File: src/hw/rtl/pdg_pkg.sv
// Shared types, constants and the sequencer microcode for the grid dart test.
package pdg_pkg;

  localparam int unsigned COORD_W    = 16;
  localparam int unsigned CELL_W     = 7;
  localparam int unsigned RADSQ_W    = 32;
  localparam int unsigned GSIDE_W    = 8;
  localparam int unsigned SIDE_W     = 9;
  localparam int unsigned RUN_W      = 32;
  localparam int unsigned CFG_IDX_W  = 1;
  localparam int unsigned CFG_DATA_W = 32;
  localparam int unsigned STEP_W     = 5;

  localparam logic [CFG_IDX_W-1:0] CFG_RADIUS_SQ = 1'b0;
  localparam logic [CFG_IDX_W-1:0] CFG_GRID_SIDE = 1'b1;

  localparam logic [RADSQ_W-1:0] RADIUS_SQ_RST = 32'd429025;
  localparam logic [GSIDE_W-1:0] GRID_SIDE_RST = 8'd128;

  localparam logic OP_TEST   = 1'b0;
  localparam logic OP_INSERT = 1'b1;

  typedef logic [STEP_W-1:0] step_t;
  typedef logic signed [2:0] ofs_t;

  localparam step_t STEP_CLEAR = 5'd0;
  localparam step_t STEP_WAIT  = 5'd1;
  localparam step_t STEP_DONE  = 5'd26;
  localparam step_t STEP_LAST  = 5'd26;

  typedef enum logic [1:0] {
    COND_ALWAYS,
    COND_CLR_DONE,
    COND_REQ,
    COND_OUT_FREE
  } cond_t;

  // one stored sample: x in the low half, y in the high half
  typedef struct packed {
    logic               occ;
    logic [COORD_W-1:0] y;
    logic [COORD_W-1:0] x;
  } cell_t;

  typedef struct packed {
    logic  clr;    // clearing pass over the cell memory
    logic  start;  // ready for a request
    logic  rd;     // read the cell at (row+dr, col+dc)
    logic  own;    // that read is the candidate's own cell
    ofs_t  dr;
    ofs_t  dc;
    logic  done;   // result and insert
    cond_t cond;   // stay on this step until cond holds
    logic  jump;   // then go to tgt instead of the next step
    step_t tgt;
  } ctl_t;

  typedef struct packed {
    logic clr_done;
    logic req;
    logic out_free;
  } seq_stat_t;

  function automatic ctl_t rd_at(ofs_t r, ofs_t c);
    ctl_t w;
    w = '0;
    w.rd = 1'b1;
    w.dr = r;
    w.dc = c;
    return w;
  endfunction

  function automatic ctl_t ucode_rom(step_t step);
    ctl_t w;
    w = '0;
    w.cond = COND_ALWAYS;
    unique case (step)
      STEP_CLEAR: begin
        w.clr  = 1'b1;
        w.cond = COND_CLR_DONE;
      end
      STEP_WAIT: begin
        w.start = 1'b1;
        w.cond  = COND_REQ;
      end
      5'd2: begin
        w     = rd_at(3'sd0, 3'sd0);
        w.own = 1'b1;
      end
      5'd3:  w = rd_at(-3'sd2, -3'sd1);
      5'd4:  w = rd_at(-3'sd2,  3'sd0);
      5'd5:  w = rd_at(-3'sd2,  3'sd1);
      5'd6:  w = rd_at(-3'sd1, -3'sd2);
      5'd7:  w = rd_at(-3'sd1, -3'sd1);
      5'd8:  w = rd_at(-3'sd1,  3'sd0);
      5'd9:  w = rd_at(-3'sd1,  3'sd1);
      5'd10: w = rd_at(-3'sd1,  3'sd2);
      5'd11: w = rd_at( 3'sd0, -3'sd2);
      5'd12: w = rd_at( 3'sd0, -3'sd1);
      5'd13: w = rd_at( 3'sd0,  3'sd1);
      5'd14: w = rd_at( 3'sd0,  3'sd2);
      5'd15: w = rd_at( 3'sd1, -3'sd2);
      5'd16: w = rd_at( 3'sd1, -3'sd1);
      5'd17: w = rd_at( 3'sd1,  3'sd0);
      5'd18: w = rd_at( 3'sd1,  3'sd1);
      5'd19: w = rd_at( 3'sd1,  3'sd2);
      5'd20: w = rd_at( 3'sd2, -3'sd1);
      5'd21: w = rd_at( 3'sd2,  3'sd0);
      5'd22: w = rd_at( 3'sd2,  3'sd1);
      5'd23, 5'd24, 5'd25: w.cond = COND_ALWAYS; // distance pipe drains
      STEP_DONE: begin
        w.done = 1'b1;
        w.cond = COND_OUT_FREE;
        w.jump = 1'b1;
        w.tgt  = STEP_WAIT;
      end
      default: begin
        w.jump = 1'b1;
        w.tgt  = STEP_WAIT;
      end
    endcase
    return w;
  endfunction

endpackage

File: src/hw/rtl/pdg_datapath.sv
// Datapath: candidate latch, cell addressing, distance pipe and reject counter.
module pdg_datapath #(
  parameter int unsigned GRID_MAX_SIDE = 128,
  parameter int unsigned AW            = 14
) (
  input  logic                            clk,
  input  logic                            rst_n,
  input  pdg_pkg::ctl_t                   ctl,
  input  logic                            in_fire,
  input  logic                            done_fire,
  input  logic                            opcode,
  input  logic [pdg_pkg::CELL_W-1:0]      cell_row,
  input  logic [pdg_pkg::CELL_W-1:0]      cell_col,
  input  logic [pdg_pkg::COORD_W-1:0]     point_x,
  input  logic [pdg_pkg::COORD_W-1:0]     point_y,
  input  logic [pdg_pkg::RADSQ_W-1:0]     radius_sq,
  input  logic [pdg_pkg::SIDE_W-1:0]      side_eff,
  input  pdg_pkg::cell_t                  rd_data,
  output logic                            rd_en,
  output logic [AW-1:0]                   rd_addr,
  output logic                            wr_en,
  output logic [AW-1:0]                   wr_addr,
  output pdg_pkg::cell_t                  wr_data,
  output logic                            res_free,
  output logic [pdg_pkg::RUN_W-1:0]       res_run
);

  localparam int unsigned SW = pdg_pkg::SIDE_W;
  localparam int unsigned CW = pdg_pkg::COORD_W;

  logic                        op_r;
  logic [pdg_pkg::CELL_W-1:0]  row_r, col_r;
  logic [CW-1:0]               px_r, py_r;

  logic signed [SW:0]          nr, nc;
  logic                        nb_ok;
  logic                        in_grid;

  logic                        s1_v_r, s1_own_r;
  logic                        s2_v_r, s2_own_r;
  logic [CW-1:0]               s2_dx_r, s2_dy_r;
  logic                        s3_v_r, s3_own_r;
  logic [2*CW-1:0]             s3_dx2_r, s3_dy2_r;
  logic [2*CW:0]               dist_sq;
  logic                        close;
  logic                        hit_r;
  logic [pdg_pkg::RUN_W-1:0]   rej_r, rej_nxt;

  always_ff @(posedge clk) begin
    if (in_fire) begin
      op_r  <= opcode;
      row_r <= cell_row;
      col_r <= cell_col;
      px_r  <= point_x;
      py_r  <= point_y;
    end
  end

  // neighbor position, signed so that cells above or left of the grid show up
  assign nr    = $signed((SW+1)'(row_r)) + (SW+1)'(ctl.dr);
  assign nc    = $signed((SW+1)'(col_r)) + (SW+1)'(ctl.dc);
  assign nb_ok = !nr[SW] && !nc[SW] && (nr[SW-1:0] < side_eff) && (nc[SW-1:0] < side_eff);

  assign rd_en   = ctl.rd && nb_ok;
  assign rd_addr = AW'(AW'(nr[SW-1:0]) * AW'(GRID_MAX_SIDE)) + AW'(nc[SW-1:0]);

  assign in_grid = (SW'(row_r) < side_eff) && (SW'(col_r) < side_eff);

  always_ff @(posedge clk) begin
    if (!rst_n) begin
      s1_v_r <= 1'b0;
      s2_v_r <= 1'b0;
      s3_v_r <= 1'b0;
    end else begin
      s1_v_r <= rd_en;
      s2_v_r <= s1_v_r && rd_data.occ;
      s3_v_r <= s2_v_r;
    end
  end

  always_ff @(posedge clk) begin
    s1_own_r <= ctl.own;
    s2_own_r <= s1_own_r;
    s2_dx_r  <= (px_r > rd_data.x) ? px_r - rd_data.x : rd_data.x - px_r;
    s2_dy_r  <= (py_r > rd_data.y) ? py_r - rd_data.y : rd_data.y - py_r;
    s3_own_r <= s2_own_r;
    s3_dx2_r <= s2_dx_r * s2_dx_r;
    s3_dy2_r <= s2_dy_r * s2_dy_r;
  end

  assign dist_sq = {1'b0, s3_dx2_r} + {1'b0, s3_dy2_r};
  assign close   = dist_sq <= (2*CW+1)'(radius_sq);

  // an occupied own cell rejects at any distance
  always_ff @(posedge clk) begin
    if (!rst_n) begin
      hit_r <= 1'b0;
    end else if (in_fire) begin
      hit_r <= 1'b0;
    end else if (s3_v_r && (s3_own_r || close)) begin
      hit_r <= 1'b1;
    end
  end

  assign res_free = in_grid && !hit_r;

  always_comb begin
    if (res_free) begin
      rej_nxt = '0;
    end else if (rej_r == '1) begin
      rej_nxt = rej_r;
    end else begin
      rej_nxt = rej_r + 1'b1;
    end
  end

  always_ff @(posedge clk) begin
    if (!rst_n) begin
      rej_r <= '0;
    end else if (done_fire) begin
      rej_r <= rej_nxt;
    end
  end

  assign res_run = rej_nxt;

  assign wr_en        = done_fire && res_free && (op_r == pdg_pkg::OP_INSERT);
  assign wr_addr      = AW'(AW'(row_r) * AW'(GRID_MAX_SIDE)) + AW'(col_r);
  assign wr_data.occ  = 1'b1;
  assign wr_data.y    = py_r;
  assign wr_data.x    = px_r;

endmodule

File: config.mk
export PLATFORM = sky130hd
export DESIGN_NAME = pdg_datapath
export DESIGN_NICKNAME = d
export VERILOG_FILES = /design/src/hw/rtl/pdg_pkg.sv /design/src/hw/rtl/pdg_datapath.sv
export SDC_FILE = /design/constraint.sdc
export NUM_CORES = 1
export LEC_CHECK = 0
export ABC_AREA = 1
export ABC_CLOCK_PERIOD_IN_PS = 7900
export BUFFER_PORTS_ARGS = -buffer_cell sky130_fd_sc_hd__buf_2
export CAP_MARGIN = 20
export CORE_ASPECT_RATIO = 1.1
export CORE_MARGIN = 3
export CORE_UTILIZATION = 34
export DETAILED_ROUTE_END_ITERATION = 6
export GPL_TIMING_DRIVEN = 0
export PLACE_DENSITY = 0.47
export REMOVE_ABC_BUFFERS = 1
export SKIP_CTS_REPAIR_TIMING = 1
export SLEW_MARGIN = 10
export SYNTH_ARGS = -nofsm -noshare
export SYNTH_HDL_FRONTEND = slang
export SYNTH_SLANG_ARGS = --single-unit
File: constraint.sdc
create_clock -name clk -period 7.9 [get_ports clk]
set_clock_uncertainty 0.05 [all_clocks]
set_input_delay 0 -clock clk [delete_from_list [all_inputs] [get_ports clk]]
set_output_delay 0 -clock clk [all_outputs]
set_load 0.02 [all_outputs]
==> results by group <==
Run status
  • Status: finished, violations left
  • Violated checks: hold timing

Worst setup path
  • End of the worst register-to-register path: s3_dy2_r[27]$_DFF_P_
  • Largest driver fanout on the critical path: 18
  • Data required time of the critical path: 8190 ps
  • Cell breakdown of the critical path: nand2_1 -> fa_1 -> fa_1 -> inv_1 -> fa_1 -> fa_1 -> fa_1 -> inv_1 -> fa_1 -> inv_1 -> ha_1 -> a21oi_1 -> o21ai_0 -> a21oi_1 -> o21bai_1 -> a21oi_1 -> o21ai_0 -> xor2_1
  • Source of the worst register-to-register timing path: s2_dy_r[2]$_DFF_P_
  • Crit path top cell by count: sky130_fd_sc_hd__fa_1
  • Critical Path Start Type: register
  • Data arrival time of the critical path: 6720 ps
  • Class of the most critical setup path: reg -> reg
  • Cell with the largest stage delay on the worst path: sky130_fd_sc_hd__dfxtp_1
  • Biggest cell delay along the critical path: 920 ps
  • Crit. End Element: register
  • R2r worst-path depth: 18
  • Register-to-register setup slack: approximately 1500 ps

Final layout
  • Number of fillers in the final layout: 8509
  • Share of cells above drive strength 1: 0.0854
  • Synth-to-layout area growth: 11.9%
  • Layout Nets: 4548
  • Count of placed standard cells in the final layout, fillers left out: about 4800
  • Layout Cell Area excl Fill: 30700 um2

Floorplan
  • Core Area: 79500 um2
  • Vertical die dimension: 304 um
  • DIE WIDTH: 277 um
  • Floorplan die area: roughly 84000 um2
  • Number of cell rows: 108
  • Ports placed on the boundary: 240
  • Initial Util: 0.345

GRT
  • Pin count of the biggest net entering global routing: 66
  • Aggregate global routing overflow: 0
  • Number of antenna violations at the first check in global routing: 4
  • All-layer global routing usage: 0.168
  • Number of global-route vias before repair: around 23000
  • Wire length of the first global-routing pass: around 120 mm

Logic synthesis
  • Post-synth top area cell: sky130_fd_sc_hd__fa_1
  • Top cell type's share of synthesized area: 0.242
  • Combinational family with the most area after synthesis: adder cells
  • Cells taking the most area after synthesis: sky130_fd_sc_hd__fa_1 24%, sky130_fd_sc_hd__ha_1 17%, sky130_fd_sc_hd__inv_1 12%
  • Yosys synthesis warning count: 0
  • Post-synthesis share of cell area spent on and, or, nand and nor gates: 0.147
  • Synth Area in Adders: 0.412
  • Seq/Total Area, Yosys: 0.149
  • Mux contribution to synthesized area: 0.00320
  • Most common cell in the synthesized netlist: sky130_fd_sc_hd__inv_1
  • Post-synth ARST share: 0
  • Most used standard cells in the synthesized netlist: 880 x sky130_fd_sc_hd__inv_1, 624 x sky130_fd_sc_hd__nand2_1, 372 x sky130_fd_sc_hd__ha_1
  • Number of enable flip-flop cells after synthesis: 47
  • Complex-gate fraction of the synthesized area: 0.0991
  • Flip-flop and latch count after synthesis: 180
  • XOR/XNOR Fraction of Synth Area: 0.0546
  • Distinct cell type count of the synthesized netlist: 61
  • Netlist area before placement: 27400 um2
  • Gate Count Post-Synth: 3486
  • Commonest register cell after synthesis: sky130_fd_sc_hd__dfxtp_1
  • Per-instance average area after synthesis: 7.86 um2

Route
  • Remaining DRCs: 0
  • Routed vias: 22000
  • Initial drt markers: 856
  • Antenna violation net count after detailed routing: 0
  • Via density: 4.62
  • Sum of routed wire length over all layers: ~70 mm
  • Routed len/inst: 14.5 um
  • First drt pass iteration count: 5

Clock network
  • Clock sink count: 180
  • Clock buffers created by TritonCTS: 17
  • Clock latency on the worst-skew pair: ~500 ps
  • CTS clock-pin slew for the worst setup and hold paths: approximately 90 ps
  • CTS Root Buffer Type: sky130_fd_sc_hd__clkbuf_16
  • CTS tree: done
  • CTS Buffer Depth: 2
  • H-tree depth: 4

Min path
  • Number of cells on the worst hold path: 7
  • Class of the most critical hold timing path: in -> reg
  • Worst hold start: ctl[16]
  • Endpoint, Worst Hold: s1_v_r$_SDFF_PN0_

Placed design
  • Number of instances in the placed design: 4671
  • RePlAce Congestion: 0.870
  • Count of buffers from port buffering: 227
  • Sum of net half-perimeters after detailed placement: 59.0 mm
  • Instance area after placement: approximately 30000 um2

Timing
  • Crit share post-route: 0.813
  • Highest attainable clock frequency: approximately 160 MHz
  • Transition at the pin with the smallest max-transition slack: 1010 ps
  • Final setup TNS: 0 ps
  • Final hold viol count: 3
  • Tmin final: 6420 ps
  • Relative slew margins: 0.330
  • Count of pins over their slew limit: 0
  • Setup repair after global routing missed its margin: no
  • Final setup viols: 0
  • Post-route worst hold slack: -43.0 ps

Job
  • MaxCap Viol Count: 0
layout make-up:
type | count | area (um2) | area share
Clock inverter | 13 | 130 | 0.00424
Clock buffer | 19 | 475 | 0.0155
Sequential cell | 180 | 4070 | 0.133
Inverter | 883 | 3310 | 0.108
Multi-Input combinational cell | 2334 | 19600 | 0.640
Tap cell | 1045 | 1310 | 0.0426
Antenna cell | 2 | 5.00 | 0.000163
Timing Repair Buffer | 285 | 1730 | 0.0565
sequential cells by signal, indices dropped and copies added, names as in the netlist, 7 cells and up:
signal	flops
rej_r	32
s3_dx2_r	31
s3_dy2_r	31
px_r	16
py_r	16
s2_dx_r	16
s2_dy_r	16
col_r	7
row_r	7
routing by layer:
metal  wire length (um)  part of all wire  global-route usage  vias up
met1              32400              0.47               0.223    10400
met3               2810             0.041              0.0301       39
met2              33000              0.48               0.290      361
li1                   -                 -                   -    11200
met4                628            0.0091              0.0281        4
met5                 22           0.00032                   0        -
logic make-up after synthesis:
group	Yosys count
buffers and inverters	972
and+or+nand+nor	969
adders and majority gates	703
AOI/OAI and AO/OA	482
DFF	180
xor gates and xnor gates	171
muxes	8
other	1
layout by cell type (no fill, tap or decap), drive strengths merged, types with 7 or more instances in the layout:
cell,netlist,layout
a21boi,8,8
a21o,16,16
a21oi,234,234
a221oi,7,7
a31oi,10,10
buf,15,229
clkbuf,74,19
clkinv,1,7
dfxtp,133,133
dlygate4sd3,0,56
edfxtp,47,47
fa,331,331
ha,372,372
inv,882,889
nand2,631,631
nand3,86,86
nand4,24,24
nor2,157,157
nor3,33,33
nor4,15,15
o211ai,11,11
o21a,8,8
o21ai,153,153
o21bai,17,17
or2,16,16
xnor2,56,56
xor2,115,115
worst max-delay path: cells and delay by family (launching register included):
| kind | cells | cell delay (ps) |
|---|---|---|
| adders and majority gates | 7 | 3430 |
| xor gates and xnor gates | 1 | 180 |
| buffers and inverters | 3 | 140 |
| AOI/OAI and AO/OA | 6 | 1300 |
| and+or+nand+nor | 1 | 240 |
| DFF | 1 | 920 |
worst max-delay path by stage:
stage / start / end / slack [ps] / cells after the start
final: s2_dy_r[2]$_DFF_P_ / s3_dy2_r[27]$_DFF_P_ / 1480 / 18
after global routing: s2_dy_r[2]$_DFF_P_ / s3_dy2_r[27]$_DFF_P_ / 1050 / 18
after CTS: s2_dy_r[2]$_DFF_P_ / s3_dy2_r[27]$_DFF_P_ / 1470 / 18
after detailed placement: s2_dy_r[9]$_DFF_P_ / s3_dy2_r[27]$_DFF_P_ / 1510 / 20
after global placement: s2_dy_r[9]$_DFF_P_ / s3_dy2_r[27]$_DFF_P_ / 1510 / 20
after floorplan: s2_dy_r[9]$_DFF_P_ / s3_dy2_r[27]$_DFF_P_ / 2510 / 20
per-stage QoR:
step                      hold WS (ps)  worst slack [ps]  utilization
after floorplan                  -22.3              2510            -
after global placement            55.0              1510        0.371
after detailed placement          54.8              1510        0.371
after CTS                         -468              1470        0.379
after global routing              2.42              1050        0.386
final                            -43.0              1480        0.386
Power is left out: the tool's default activity adds up to more than one toggle a clock period on the data nets, which glitch-free logic cannot reach.
